<file path="src/rtl/ksc_pkg.sv">
// types, codes and arithmetic helpers for the kinetic scroll controller
package ksc_pkg;

  // mode codes
  localparam logic [2:0] MODE_STEADY  = 3'd0;
  localparam logic [2:0] MODE_PRESSED = 3'd1;
  localparam logic [2:0] MODE_MANUAL  = 3'd2;
  localparam logic [2:0] MODE_AUTO    = 3'd3;
  localparam logic [2:0] MODE_STOP    = 3'd4;

  // event codes
  localparam logic [1:0] CMD_PRESS   = 2'd0;
  localparam logic [1:0] CMD_RELEASE = 2'd1;
  localparam logic [1:0] CMD_MOVE    = 2'd2;
  localparam logic [1:0] CMD_TICK    = 2'd3;

  // register indexes
  localparam logic [1:0] REG_MAX_SPEED    = 2'd0;
  localparam logic [1:0] REG_DECEL_STEP   = 2'd1;
  localparam logic [1:0] REG_SCROLL_MAX_X = 2'd2;
  localparam logic [1:0] REG_SCROLL_MAX_Y = 2'd3;

  // register reset values
  localparam logic [9:0] MAX_SPEED_RST  = 10'd64;
  localparam logic [7:0] DECEL_STEP_RST = 8'd1;

  typedef struct packed {
    logic [1:0]         cmd;
    logic               left_only;
    logic               no_modifier;
    logic signed [15:0] pos_x;
    logic signed [15:0] pos_y;
    logic signed [15:0] cursor_x;
    logic signed [15:0] cursor_y;
  } ksc_in_t;

  typedef struct packed {
    logic        consumed;
    logic        replay_click;
    logic        move_notify;
    logic [15:0] offset_x;
    logic [15:0] offset_y;
    logic [2:0]  mode;
  } ksc_out_t;

  typedef struct packed {
    logic [9:0]  max_speed;
    logic [7:0]  decel_step;
    logic [15:0] scroll_max_x;
    logic [15:0] scroll_max_y;
  } ksc_cfg_t;

  typedef struct packed {
    logic [2:0]         mode;
    logic signed [15:0] press_x;
    logic signed [15:0] press_y;
    logic [15:0]        snap_x;
    logic [15:0]        snap_y;
    logic signed [15:0] drag_x;
    logic signed [15:0] drag_y;
    logic signed [16:0] speed_x;
    logic signed [16:0] speed_y;
    logic [15:0]        scroll_x;
    logic [15:0]        scroll_y;
  } ksc_state_t;

  // clamp velocity to +-max, then move it toward zero by step
  function automatic logic signed [16:0] slow_down(input logic signed [16:0] s,
                                                   input logic [9:0] max_speed,
                                                   input logic [7:0] step);
    logic signed [16:0] m;
    logic signed [16:0] a;
    logic signed [16:0] v;
    logic signed [16:0] d;
    m = signed'({7'd0, max_speed});
    a = signed'({9'd0, step});
    v = s;
    if (v > m) v = m;
    if (v < -m) v = -m;
    if (v > 17'sd0) begin
      d = v - a;
      v = (d > 17'sd0) ? d : 17'sd0;
    end else if (v < 17'sd0) begin
      d = v + a;
      v = (d < 17'sd0) ? d : 17'sd0;
    end
    return v;
  endfunction

  // saturate a signed offset into 0..max
  function automatic logic [15:0] sat_offset(input logic signed [18:0] v,
                                             input logic [15:0] mx);
    logic [15:0] r;
    if (v < 19'sd0) r = 16'd0;
    else if (v > signed'({3'd0, mx})) r = mx;
    else r = v[15:0];
    return r;
  endfunction

endpackage

</file>
<file path="src/rtl/ksc_step.sv">
// next-state and result logic for one event or tick
module ksc_step (
  input  ksc_pkg::ksc_state_t st,
  input  ksc_pkg::ksc_cfg_t   cfg,
  input  ksc_pkg::ksc_in_t    item,
  output ksc_pkg::ksc_state_t st_next,
  output ksc_pkg::ksc_out_t   res
);
  import ksc_pkg::*;

  logic               consumed;
  logic               replay;
  logic               notify;
  logic signed [16:0] auto_sx;
  logic signed [16:0] auto_sy;
  logic signed [18:0] auto_vx;
  logic signed [18:0] auto_vy;
  logic signed [18:0] drag_vx;
  logic signed [18:0] drag_vy;

  // auto-scroll velocity decay and offset update
  always_comb begin
    auto_sx = slow_down(st.speed_x, cfg.max_speed, cfg.decel_step);
    auto_sy = slow_down(st.speed_y, cfg.max_speed, cfg.decel_step);
    auto_vx = signed'({3'd0, st.scroll_x}) - {{2{auto_sx[16]}}, auto_sx};
    auto_vy = signed'({3'd0, st.scroll_y}) - {{2{auto_sy[16]}}, auto_sy};
  end

  // offset while dragging: snapshot minus pointer travel since press
  always_comb begin
    drag_vx = signed'({3'd0, st.snap_x})
            - ({{3{item.pos_x[15]}}, item.pos_x} - {{3{st.press_x[15]}}, st.press_x});
    drag_vy = signed'({3'd0, st.snap_y})
            - ({{3{item.pos_y[15]}}, item.pos_y} - {{3{st.press_y[15]}}, st.press_y});
  end

  // mode machine
  always_comb begin
    st_next  = st;
    consumed = 1'b0;
    replay   = 1'b0;
    notify   = 1'b0;
    if (item.cmd == CMD_TICK) begin
      if (st.mode == MODE_MANUAL) begin
        st_next.speed_x = {item.cursor_x[15], item.cursor_x}
                        - {st.drag_x[15], st.drag_x};
        st_next.speed_y = {item.cursor_y[15], item.cursor_y}
                        - {st.drag_y[15], st.drag_y};
        st_next.drag_x  = item.cursor_x;
        st_next.drag_y  = item.cursor_y;
      end else if (st.mode == MODE_AUTO) begin
        st_next.speed_x  = auto_sx;
        st_next.speed_y  = auto_sy;
        st_next.scroll_x = sat_offset(auto_vx, cfg.scroll_max_x);
        st_next.scroll_y = sat_offset(auto_vy, cfg.scroll_max_y);
        if (auto_sx == 17'sd0 && auto_sy == 17'sd0) st_next.mode = MODE_STEADY;
      end
    end else if (item.no_modifier) begin
      case (st.mode)
        MODE_STEADY: begin
          if (item.cmd == CMD_PRESS && item.left_only) begin
            consumed        = 1'b1;
            st_next.mode    = MODE_PRESSED;
            st_next.press_x = item.pos_x;
            st_next.press_y = item.pos_y;
            st_next.snap_x  = st.scroll_x;
            st_next.snap_y  = st.scroll_y;
          end else if (item.cmd == CMD_MOVE) begin
            notify = 1'b1;
          end
        end
        MODE_PRESSED: begin
          if (item.cmd == CMD_RELEASE) begin
            consumed     = 1'b1;
            replay       = 1'b1;
            st_next.mode = MODE_STEADY;
          end else if (item.cmd == CMD_MOVE) begin
            consumed       = 1'b1;
            st_next.mode   = MODE_MANUAL;
            st_next.drag_x = item.cursor_x;
            st_next.drag_y = item.cursor_y;
          end
        end
        MODE_MANUAL: begin
          if (item.cmd == CMD_MOVE) begin
            consumed         = 1'b1;
            st_next.scroll_x = sat_offset(drag_vx, cfg.scroll_max_x);
            st_next.scroll_y = sat_offset(drag_vy, cfg.scroll_max_y);
          end else if (item.cmd == CMD_RELEASE) begin
            consumed     = 1'b1;
            st_next.mode = MODE_AUTO;
          end
        end
        MODE_AUTO: begin
          if (item.cmd == CMD_PRESS) begin
            consumed        = 1'b1;
            st_next.mode    = MODE_STOP;
            st_next.speed_x = 17'sd0;
            st_next.speed_y = 17'sd0;
            st_next.press_x = item.pos_x;
            st_next.press_y = item.pos_y;
            st_next.snap_x  = st.scroll_x;
            st_next.snap_y  = st.scroll_y;
          end else if (item.cmd == CMD_RELEASE) begin
            consumed        = 1'b1;
            st_next.mode    = MODE_STEADY;
            st_next.speed_x = 17'sd0;
            st_next.speed_y = 17'sd0;
          end
        end
        MODE_STOP: begin
          if (item.cmd == CMD_RELEASE) begin
            consumed     = 1'b1;
            st_next.mode = MODE_STEADY;
          end else if (item.cmd == CMD_MOVE) begin
            consumed       = 1'b1;
            st_next.mode   = MODE_MANUAL;
            st_next.drag_x = item.cursor_x;
            st_next.drag_y = item.cursor_y;
          end
        end
        default: begin
          st_next = st;
        end
      endcase
    end
  end

  // result beat reflects the state after this event
  always_comb begin
    res.consumed     = consumed;
    res.replay_click = replay;
    res.move_notify  = notify;
    res.offset_x     = st_next.scroll_x;
    res.offset_y     = st_next.scroll_y;
    res.mode         = st_next.mode;
  end

endmodule

</file>
<file path="src/rtl/ksc_out_reg.sv">
// output register holding one result beat until the consumer takes it
module ksc_out_reg (
  input  logic              clk,
  input  logic              rst,
  input  logic              load,
  input  ksc_pkg::ksc_out_t load_data,
  output logic              ready,
  output logic              out_valid,
  input  logic              out_stall,
  output ksc_pkg::ksc_out_t out_data
);
  import ksc_pkg::*;

  // slot is free when empty or being drained this cycle
  assign ready = !out_valid || !out_stall;

  // valid flag
  always_ff @(posedge clk) begin
    if (rst) begin
      out_valid <= 1'b0;
    end else if (ready) begin
      out_valid <= load;
    end
  end

  // payload
  always_ff @(posedge clk) begin
    if (ready && load) begin
      out_data <= load_data;
    end
  end

endmodule

</file>
<file path="src/rtl/kinetic_scroll_controller_core.sv">
// Kinetic flick-scroll controller: one event or tick per cycle when not stalled;
// each beat is registered on entry, its mode transition and offset update are
// computed combinationally by the step logic and written to the output register,
// so the input and output registers lie between a beat and its result. Throughput
// is one beat per clock when not stalled, set by the state update loop (velocity
// clamp and decay, offset subtract and saturation) being combinational. The input
// side stalls only while its held beat cannot move into a full, stalled output
// register. Configuration writes take effect at once and clamp the current offset
// when a scroll maximum is lowered; write them only while the block is idle.
module kinetic_scroll_controller_core (
  input  logic             clk,
  input  logic             rst,
  input  logic             in_valid,
  output logic             in_stall,
  input  ksc_pkg::ksc_in_t in_data,
  output logic             out_valid,
  input  logic             out_stall,
  output ksc_pkg::ksc_out_t out_data,
  input  logic             cfg_we,
  input  logic [1:0]       cfg_index,
  input  logic [15:0]      cfg_wdata
);
  import ksc_pkg::*;

  ksc_in_t    item;
  logic       item_valid;
  ksc_state_t st;
  ksc_state_t st_next;
  ksc_cfg_t   cfg;
  ksc_out_t   res;
  logic       out_ready;
  logic       fire;

  assign fire     = item_valid && out_ready;
  assign in_stall = item_valid && !out_ready;

  // input register
  always_ff @(posedge clk) begin
    if (rst) begin
      item_valid <= 1'b0;
    end else if (in_valid && !in_stall) begin
      item_valid <= 1'b1;
    end else if (fire) begin
      item_valid <= 1'b0;
    end
  end

  always_ff @(posedge clk) begin
    if (in_valid && !in_stall) begin
      item <= in_data;
    end
  end

  // per-event logic
  ksc_step u_step (
    .st      (st),
    .cfg     (cfg),
    .item    (item),
    .st_next (st_next),
    .res     (res)
  );

  // controller state and configuration registers
  always_ff @(posedge clk) begin
    if (rst) begin
      // all-zero state is steady mode at offset zero
      st                <= '0;
      cfg.max_speed     <= MAX_SPEED_RST;
      cfg.decel_step    <= DECEL_STEP_RST;
      cfg.scroll_max_x  <= 16'd0;
      cfg.scroll_max_y  <= 16'd0;
    end else begin
      if (fire) begin
        st <= st_next;
      end
      if (cfg_we) begin
        case (cfg_index)
          REG_MAX_SPEED:  cfg.max_speed  <= cfg_wdata[9:0];
          REG_DECEL_STEP: cfg.decel_step <= cfg_wdata[7:0];
          REG_SCROLL_MAX_X: begin
            cfg.scroll_max_x <= cfg_wdata;
            if (st.scroll_x > cfg_wdata) st.scroll_x <= cfg_wdata;
          end
          REG_SCROLL_MAX_Y: begin
            cfg.scroll_max_y <= cfg_wdata;
            if (st.scroll_y > cfg_wdata) st.scroll_y <= cfg_wdata;
          end
          default: begin
            cfg <= cfg;
          end
        endcase
      end
    end
  end

  // result register
  ksc_out_reg u_out (
    .clk       (clk),
    .rst       (rst),
    .load      (fire),
    .load_data (res),
    .ready     (out_ready),
    .out_valid (out_valid),
    .out_stall (out_stall),
    .out_data  (out_data)
  );

endmodule

</file>
<file path="config.mk">
export PLATFORM = sky130hd
export DESIGN_NAME = kinetic_scroll_controller_core
export DESIGN_NICKNAME = d
export VERILOG_FILES = /design/src/rtl/ksc_pkg.sv /design/src/rtl/ksc_step.sv /design/src/rtl/ksc_out_reg.sv /design/src/rtl/kinetic_scroll_controller_core.sv
export SDC_FILE = /design/constraint.sdc
export NUM_CORES = 1
export LEC_CHECK = 0
export BUFFER_PORTS_ARGS = -buffer_cell sky130_fd_sc_hd__buf_2
export CORE_ASPECT_RATIO = 1.75
export CORE_MARGIN = 2
export CORE_UTILIZATION = 55
export DETAILED_ROUTE_END_ITERATION = 8
export PLACE_DENSITY = 0.72
export SYNTH_ARGS = -nofsm -noshare
export SYNTH_HDL_FRONTEND = slang
export SYNTH_SLANG_ARGS = --single-unit
</file>
<file path="constraint.sdc">
create_clock -name clk -period 16.6 [get_ports clk]
set_input_delay 0.83 -clock clk [delete_from_list [all_inputs] [get_ports clk]]
set_output_delay 0.83 -clock clk [all_outputs]
set_load 0.02 [all_outputs]
</file>
**Word level (Yosys, flattened, before mapping)**

Index checks and enable logic that the tools add are counted.

- Add/subtract/negate cells: 13
- Order comparisons: 22
- Equal/unequal tests: 14
- Multiplexer cells: 65
- Bitwise logic cells: 4
- Reduce and logical (&&, ||, !) cells: 35

Operator list:

| operator | number |
|---|---|
| 32-bit 2-to-1 mux | 9 |
| 17-bit 2-to-1 mux | 12 |
| 67-bit 2-to-1 mux | 3 |
| 16-bit 2-to-1 mux | 12 |
| 165-bit 2-to-1 mux | 1 |
| 34-bit 2-to-1 mux | 4 |
| 64-bit one-hot mux with 2 select lines | 1 |
| 98-bit 2-to-1 mux | 1 |
| 19-bit by 17-bit greater-than comparator with 1-bit output | 4 |
| 19-bit by 1-bit < comparator with 1-bit output, second input constant | 4 |
| 17-bit by 1-bit greater-than comparator with 1-bit output, second input constant | 4 |
| 17-bit by 1-bit < comparator with 1-bit output, second input constant | 4 |
| 16-bit by 16-bit subtractor with 17-bit output | 4 |
| 66-bit 2-to-1 mux | 1 |
| 64-bit 2-to-1 mux | 1 |
| 16-bit by 19-bit subtractor with 19-bit output | 2 |
| 17-bit by 17-bit subtractor with 18-bit output | 2 |
| 17-bit by 9-bit adder with 17-bit output | 2 |
| 17-bit by 11-bit greater-than comparator with 1-bit output | 2 |
| 17-bit logical NOT | 2 |
| 17-bit < comparator | 2 |
| 17-bit by 9-bit subtractor with 17-bit output | 2 |
| 16-bit greater-than comparator | 2 |
| 3-bit 2-to-1 mux | 10 |
| 26 further kinds | 62 |

- Register bits: 323
- Input bits: 91
- Output and inout port bits: 40
- Logic and storage cells: 183

**Logic depth before layout (Yosys ltp)**

Gate-level depths: netlist of the first run.

- Depth after elaboration: 20
- Mapped depth: 67
- Mapped depth without buffers: 61

**By module**

From an unflattened synthesis of the first run, not the netlist that was laid out.

- Cells, all modules: 3,410
- Area, all modules: 27,632.8 um^2

Modules (own cells, without submodules):

| module | times used | cells each | area an instance (um^2) | sequential area each (um^2) |
|---|---|---|---|---|
| ksc_step | 1 | 2,218 | 15,735.1 | 0.0 |
| kinetic_scroll_controller_core | 1 | 1,149 | 10,717.8 | 6,366.1 |
| ksc_out_reg | 1 | 43 | 1,179.9 | 1,161.1 |

**Least setup slack after synthesis of the first run**

No wires, ideal clock.

- Path type: reg-to-reg
- Start point: reg, netlist name cfg[44]
- End point: reg, netlist name st[5]
- Library setup time: 0.117 ns
- Arrival time: 10.961 ns
- Required time: 16.483 ns
- Slack: 5.522 ns
- Stages on the path, launching flop included: 55
- Buffers on the path: 7
- Clock period less this slack: 11.078 ns
- Cells stage by stage: dfxtp_1 inv_1 ha_1 nand4_1 o21bai_1 a211o_1 a21oi_1 clkbuf_1 clkbuf_1 o21ai_0 ha_1 nand4_1 or4_1 or2_2 a31o_2 o211a_1 clkbuf_1 clkbuf_1 [19 not listed] o21bai_1 a21o_1 a21oi_1 o21ai_0 o41ai_1 xnor2_1 ha_1 a21o_1 a21o_1 a21oi_1 o21ai_0 a21oi_1 o21a_1 buf_4 buf_6 mux2i_1 o21ai_0 a32o_1

- Cells in the longest elaborated chain, start to end: 20
- Elaborated cells on any way between the ends: 27
- Classes of those cells: add/sub (4); order compare (8); mux (15)

Ends and longest elaborated chain:

| item | RTL line | RTL |
|---|---|---|
| 17-bit by 11-bit greater-than comparator with 1-bit output | ksc_pkg.sv:78 | `if (v > m) v = m;` |
| 17-bit 2-to-1 mux | ksc_pkg.sv:78 |  |
| 17-bit < comparator | ksc_pkg.sv:79 | `if (v < -m) v = -m;` |
| 17-bit 2-to-1 mux (*) | ksc_pkg.sv:79 |  |
| 17-bit by 9-bit adder with 17-bit output | ksc_pkg.sv:84 | `d = v + a;` |
| 17-bit by 1-bit < comparator with 1-bit output | ksc_pkg.sv:85 | `v = (d < 17'sd0) ? d : 17'sd0;` |
| 17-bit 2-to-1 mux | ksc_pkg.sv:85 |  |
| 17-bit 2-to-1 mux | ksc_pkg.sv:83 | `end else if (v < 17'sd0) begin` |
| [4 not listed] | -- |  |
| 16-bit 2-to-1 mux (*) | ksc_pkg.sv:94 | `if (v < 19'sd0) r = 16'd0;` |
| 66-bit 2-to-1 mux (*) | ksc_step.sv:51 | `end else if (st.mode == MODE_AUTO) begin` |
| 32-bit 2-to-1 mux (*) | ksc_step.sv:44 | `if (st.mode == MODE_MANUAL) begin` |
| 98-bit 2-to-1 mux (*) | ksc_step.sv:43 | `if (item.cmd == CMD_TICK) begin` |
| 32-bit 2-to-1 mux (*) | kinetic_scroll_controller_core.sv:73 | `if (fire) begin` |
| 16-bit 2-to-1 mux | kinetic_scroll_controller_core.sv:86 | `if (st.scroll_y > cfg_wdata) st.scroll_y <= cfg_wdata;` |
| 16-bit 2-to-1 mux | kinetic_scroll_controller_core.sv:77 | `case (cfg_index)` |
| 32-bit 2-to-1 mux (*) | kinetic_scroll_controller_core.sv:76 | `if (cfg_we) begin` |

Mark *: on every way between the ends. The rest lies on a longest branch, timed or not. The select of a mux whose other input is x is not followed.
A chain may end at the register's enable or synchronous reset.

==> results of run 1 <==
worst max-delay path: cells and delay by family, from the launching register on:
kind                     cells  cell delay (ns)
AND/OR/NAND/NOR             12             1.56
multiplexers                 2             0.84
adder cells (fa/ha/maj)      6             1.96
flip-flops                   1             0.52
XOR/XNOR                     1             0.11
AO/OA/AOI/OAI               30             8.13
buffers and inverters        4             0.75
routing by layer:
layer	vias to the layer above	GRT usage, %	routed length (um)
met4	2	37.02	11600
met1	12001	39.36	33030
met5	-	0	13
li1	11903	-	-
met3	474	6.735	6004
met2	1125	67.99	47370
path summary, 6_finish.rpt:
check                                       endpoint  slack, ns  cells after the start
worst max-delay path               st[27]$_SDFF_PP0_       2.57                     55
worst min-delay path              item[47]$_DFFE_PP_       0.44                      1
worst max register to register     st[27]$_SDFF_PP0_       2.57                     55
worst min register to register  st[136]$_SDFFE_PP0P_       0.45                      2
cells by family (layout without fill, tap and decap cells):
kind of cell               count (synthesis)  after routing
adders and majority gates                326            326
buffers and inverters                    389            486
and+or+nand+nor                         1119           1119
muxes                                     91             91
xor gates and xnor gates                 122            122
DFF                                      323            323
AOI/OAI and AO/OA                        893            893
other                                      0              3
power by group through the flow:
stage,Combinational [mW],Clock [mW],Sequential [mW]
floorplan,0.717,0,0.878
global placement,0.996,0,0.884
detailed placement,1.01,0,0.884
CTS,1.03,0.829,0.867
global route,1.14,0.855,0.870
finish,1.05,0.821,0.868
Yosys cell counts, types with 19 or more instances:
cell type	n	area, um^2
nand2_1	399	1498
ha_1	314	3929
a21oi_1	278	1391
inv_1	251	942.2
nor2_1	235	882.1
dfxtp_1	217	4344
o21ai_0	176	880.8
nand3_1	145	725.7
edfxtp_1	106	3183
clkbuf_1	105	394.1
xnor2_1	88	770.7
mux2i_1	75	750.7
nor3_1	69	345.3
nor2b_1	56	350.3
o21a_1	45	337.8
a21o_1	44	330.3
nand4_1	43	269.0
nand2b_1	37	231.5
a31oi_1	35	219.0
a22oi_1	34	255.2
and3_1	33	206.5
xor2_1	33	289.0
o211ai_1	29	217.7
a21boi_0	27	202.7
o221ai_1	21	183.9
nor4_1	19	118.9
through the flow:
stage          total power, mW  cell area (um^2)
5_1_grt                  2.867             28610
6_report                 2.739             28610
3_5_place_dp             1.899             27430
3_3_place_gp             1.880             27430
4_1_cts                  2.721             28600
2_1_floorplan            1.595             26320
final cells by class:
type / instances / area [um^2]
diodes: 3 / 7.507
clock buffers: 44 / 929.6
clock inverters: 19 / 244.0
fillers: 4253 / 18870
inverters: 256 / 963.4
multi-input cells: 2551 / 17260
flip-flops and latches: 323 / 7528
well taps: 594 / 743.2
repair buffers: 167 / 934.6
registers in the layout, indices dropped and copies added, names as in the netlist:
signal / cells
u_out.out_valid: 1
item: 68
u_out.out_data: 38
st: 165
item_valid: 1
cfg: 50
==> flow_metrics.env, run 1 <==
export IMPL_synth_top_family_by_area="compound AO/OA/AOI/OAI gates"
export IMPL_io_pins=131
export IMPL_setup_viol=0
export IMPL_first_iter_violations=2190
export IMPL_ys_flop_type="dfxtp_1"
export IMPL_hp_class="primary input to register"
export IMPL_overflow=0
export IMPL_cts_setup_buffers=0
export IMPL_grt_pass1_wl_um=148100
export IMPL_ys_warn_count=0
export IMPL_fin_cells=3957
export IMPL_rows=106
export IMPL_synthArstFlopShare_pct=0
export IMPL_fin_util_pct=60.26
export IMPL_r2r_start="cfg[42]$_SDFFE_PP0P_"
export IMPL_core_area_mm2=0.04748
export IMPL_synth_mux_area_share_pct=3.546
export IMPL_cp_arrival_ns=14.43
export IMPL_slew_viol_final=0
export IMPL_synth_compound_area_share_pct=22.03
export IMPL_fp_dieW_um=169.4
export IMPL_synth_xor_area_share_pct=4.088
export IMPL_vias=25505
export IMPL_area_delta_synth_final_pct=8.714
export IMPL_pwr_density_cell_mw_per_mm2=95.71
export IMPL_intPower_mw=1.704
export IMPL_comb_power_share_pct=38.3
export IMPL_synthCells=3263
export IMPL_p_seq_share_pct=31.7
export IMPL_ys_seq_area_share_pct=28.60
export IMPL_outcome="finished, final reports clean"
export IMPL_dpl_cell_count=3891
export IMPL_synth_edf_count=106
export IMPL_setup_ws_ns=2.569
export IMPL_wl_per_cell_um=24.77
export IMPL_grt_antenna_before_repair=4
export IMPL_fmax_ghz=0.07127
export IMPL_drc=0
export IMPL_chipHeight_um=293.4
export IMPL_crit_path_max_fanout=20
export IMPL_gp_congestion=1.021
export IMPL_synthAdderAreaFrac_pct=15.84
export IMPL_critPathMostFrequentCell="a21oi_1"
export IMPL_max_slew_margin_pct=17.08
export IMPL_holdCritStartpoint="in_data[47]"
export IMPL_clk_latency_ns=0.57
export IMPL_cpMaxStageDelayCell="o22ai_1"
export IMPL_tns_ns=0
export IMPL_fin_hold_ws_ns=0.4407
export IMPL_avgViaCountPerCell=6.446
export IMPL_setup_worst_path_start="cfg[42]$_SDFFE_PP0P_"
export IMPL_clkSinkCount=323
export IMPL_layout_common_cells="nand2_1, ha_1, a21oi_1"
export IMPL_place_ws_ns=2.882
export IMPL_synthSimpleGateAreaFrac_pct=19.96
export IMPL_cts_tree="built"
export IMPL_cts_buffers=35
export IMPL_syn_num_nets=3680
export IMPL_dr_pass1_iters=7
export IMPL_grt_max_degree=81
export IMPL_wl_um=98020
export IMPL_crit_path_max_incr_delay_ns=0.81
export IMPL_cts_path_max_buffers=3
export IMPL_start_util_pct=55.43
export IMPL_cts_root_buf="clkbuf_16"
export IMPL_ys_types=109
export IMPL_p_leak_nw=11.62
export IMPL_post_cts_resized=0
export IMPL_p_clk_share_pct=30.0
export IMPL_htree_num_levels=2
export IMPL_min_period_ns=14.03
export IMPL_hold_buffers=0
export IMPL_ys_ff_latch=323
export IMPL_worst_pin_slew_ns=1.235
export IMPL_final_hold_viol_count=0
export IMPL_fin_crit_sh_pct=84.52
export IMPL_track_usage_pct=39.23
export IMPL_p_sw_share_pct=37.79
export IMPL_netSwitchingPower_mw=1.035
export IMPL_port_buffers=130
export IMPL_layout_commonest_cell="nand2_1"
export IMPL_ant_nets=0
export IMPL_final_nets=3751
export IMPL_synthesis_area_mm2=0.02632
export IMPL_drv_cap=0
export IMPL_worst_endpoint_required_ns=17.00
export IMPL_drive_gt1_share_pct=8.839
export IMPL_clk_pin_slew_ns=0.07
export IMPL_skew_ns=0.03420
export IMPL_end_kind="register"
export IMPL_dp_hpwl_um=74910
export IMPL_ir_worst_vdd_mv=0.09718
export IMPL_die_area_mm2=0.04969
export IMPL_rsz0062_at_grt="false"
export IMPL_startpoint_type="register"
export IMPL_critPathKind="register to register"
export IMPL_avgSynthCellArea_um2=8.066
export IMPL_grt_pass1_vias=25672
Note: power is estimated with default switching activity, not from simulation.
==> run 2, diff against run 1 <==
==> constraint.sdc (replaced) <==
create_clock -name clk -period 13.9 [get_ports clk]
set_input_delay 0.695 -clock clk [delete_from_list [all_inputs] [get_ports clk]]
set_output_delay 0.695 -clock clk [all_outputs]
set_load 0.02 [all_outputs]
==> flow_metrics.env, run 2 (synthesized netlist as in run 1, its figures left out) <==
export IMPL_final_nets=3773
export IMPL_pwr_density_cell_mw_per_mm2=114.4
export IMPL_grt_pass1_wl_um=145100
export IMPL_track_usage_pct=38.34
export IMPL_holdCritStartpoint="in_data[56]"
export IMPL_clk_pin_slew_ns=0.06
export IMPL_gp_congestion=1.009
export IMPL_skew_ns=0.03989
export IMPL_rsz0062_at_grt="false"
export IMPL_setup_viol=0
export IMPL_final_hold_viol_count=0
export IMPL_htree_num_levels=2
export IMPL_ir_worst_vdd_mv=0.1150
export IMPL_die_area_mm2=0.04969
export IMPL_io_pins=131
export IMPL_r2r_slack_ns=0.98
export IMPL_worst_pin_slew_ns=1.331
export IMPL_worst_endpoint_required_ns=14.34
export IMPL_regMostFlops="st"
export IMPL_critPathKind="register to register"
export IMPL_min_to="item[56]$_DFFE_PP_"
export IMPL_whs_path_depth=1
export IMPL_cts_path_max_buffers=3
export IMPL_avgViaCountPerCell=6.404
export IMPL_fillers=4211
export IMPL_comb_power_share_pct=39.0
export IMPL_dr_pass1_iters=7
export IMPL_intPower_mw=2.051
export IMPL_rr_worst_depth=46
export IMPL_largest_reg_flops=165
export IMPL_ant_nets=0
export IMPL_area_delta_synth_final_pct=9.370
export IMPL_netSwitchingPower_mw=1.243
export IMPL_cts_buffers=35
export IMPL_p_clk_share_pct=29.6
export IMPL_crit_path_max_fanout=27
export IMPL_cp_arrival_ns=13.36
export IMPL_startpoint_type="register"
export IMPL_outcome="finished, final reports clean"
export IMPL_clk_latency_ns=0.57
export IMPL_clkSinkCount=323
export IMPL_layout_common_cells="nand2_1, ha_1, a21oi_1"
export IMPL_cts_tree="built"
export IMPL_port_buffers=130
export IMPL_min_period_ns=12.92
export IMPL_vias=25488
export IMPL_fin_crit_sh_pct=92.98
export IMPL_chipHeight_um=293.4
export IMPL_grt_antenna_before_repair=6
export IMPL_crit_path_max_incr_delay_ns=0.59
export IMPL_post_cts_resized=0
export IMPL_drive_gt1_share_pct=9.518
export IMPL_cts_setup_buffers=0
export IMPL_hold_buffers=0
export IMPL_rows=106
export IMPL_drv_cap=0
export IMPL_layout_commonest_cell="nand2_1"
export IMPL_first_iter_violations=2063
export IMPL_reg_largest_list="st x165, item x68, cfg x50"
export IMPL_slew_viol_final=0
export IMPL_max_slew_margin_pct=10.83
export IMPL_setup_ws_ns=0.9760
export IMPL_place_ws_ns=0.8149
export IMPL_drc=0
export IMPL_cts_root_buf="clkbuf_16"
export IMPL_p_sw_share_pct=37.73
export IMPL_cpMaxStageDelayCell="or4_4"
export IMPL_hp_class="primary input to register"
export IMPL_wl_um=97140
export IMPL_dp_hpwl_um=75390
export IMPL_reg2reg_to="st[2]$_SDFF_PP0_"
export IMPL_overflow=0
export IMPL_tns_ns=0
export IMPL_p_leak_nw=11.73
export IMPL_p_seq_share_pct=31.5
export IMPL_start_util_pct=55.43
export IMPL_grt_pass1_vias=25062
export IMPL_r2r_start="cfg[42]$_SDFFE_PP0P_"
export IMPL_fmax_ghz=0.07738
export IMPL_core_area_mm2=0.04748
export IMPL_grt_max_degree=98
export IMPL_fp_dieW_um=169.4
export IMPL_wl_per_cell_um=24.41
export IMPL_end_kind="register"
## run 2: power by group through the flow
stage	Sequential, mW	Clock [mW]	Combinational (mW)
after floorplan	1.05	0	0.856
after global placement	1.06	0	1.23
after detailed placement	1.06	0	1.25
after CTS	1.04	0.984	1.26
after global routing	1.04	1.02	1.39
final	1.04	0.974	1.28
## run 2: worst max path at each step
| stage | end | startpoint | slack [ns] | cells after the start |
|---|---|---|---|---|
| floorplan | st[5]$_SDFF_PP0_ | cfg[44]$_SDFFE_PP0P_ | 2.82 | 54 |
| global placement | st[27]$_SDFF_PP0_ | cfg[41]$_SDFFE_PP0P_ | 0.82 | 61 |
| detailed placement | st[27]$_SDFF_PP0_ | cfg[41]$_SDFFE_PP0P_ | 0.81 | 61 |
| CTS | st[27]$_SDFF_PP0_ | cfg[41]$_SDFFE_PP0P_ | 0.82 | 61 |
| global route | st[2]$_SDFF_PP0_ | cfg[48]$_SDFFE_PP0P_ | 0.09 | 49 |
| finish | st[2]$_SDFF_PP0_ | cfg[42]$_SDFFE_PP0P_ | 0.98 | 46 |
## run 2: layout make-up
type	instances	area, um^2	share of cell area [%]
multi-input combinational	2551	17270	60.01
sequential	323	7528	26.15
tap	594	743.2	2.582
inverter	256	963.4	3.347
clock inverter	20	185.2	0.6433
clock buffer	44	972.2	3.377
antenna	3	7.507	0.02608
timing repair buffer	189	1112	3.864
## run 2: metrics by stage
| step | utilization, % | area [um^2] | hold slack (ns) | total power [mW] | cells |
|---|---|---|---|---|---|
| global route | 60.61 | 28780 | 0.2935 | 3.444 | 3977 |
| detailed placement | 58.14 | 27600 | 0.4430 | 2.302 | 3913 |
| finish | 60.63 | 28790 | 0.3050 | 3.294 | 3980 |
| CTS | 60.58 | 28760 | 0.2869 | 3.274 | 3977 |
| global placement | 58.14 | 27600 | 0.4375 | 2.281 | 3913 |
| floorplan | - | 26320 | 0.4319 | 1.905 | 3263 |
## run 2: critical path: cells and delay by family, from the launching register on
kind	cells	cell delay, ns
AO/OA/AOI/OAI	27	6.65
adder cells (fa/ha/maj)	6	2.14
AND/OR/NAND/NOR	6	1.94
buffers and inverters	5	1.13
flip-flops	1	0.38
multiplexers	1	0.28
XOR/XNOR	1	0.24
## run 2: per-layer routing
| metal | track usage, % | wire length [um] | share of wire, % | vias to the layer above |
|---|---|---|---|---|
| met5 | 0 | 24 | 0.025 | - |
| li1 | - | - | - | 11959 |
| met4 | 35.46 | 10710 | 11 | 4 |
| met1 | 38.35 | 33190 | 34 | 12088 |
| met2 | 67.54 | 47670 | 49 | 1045 |
| met3 | 5.792 | 5553 | 5.7 | 392 |
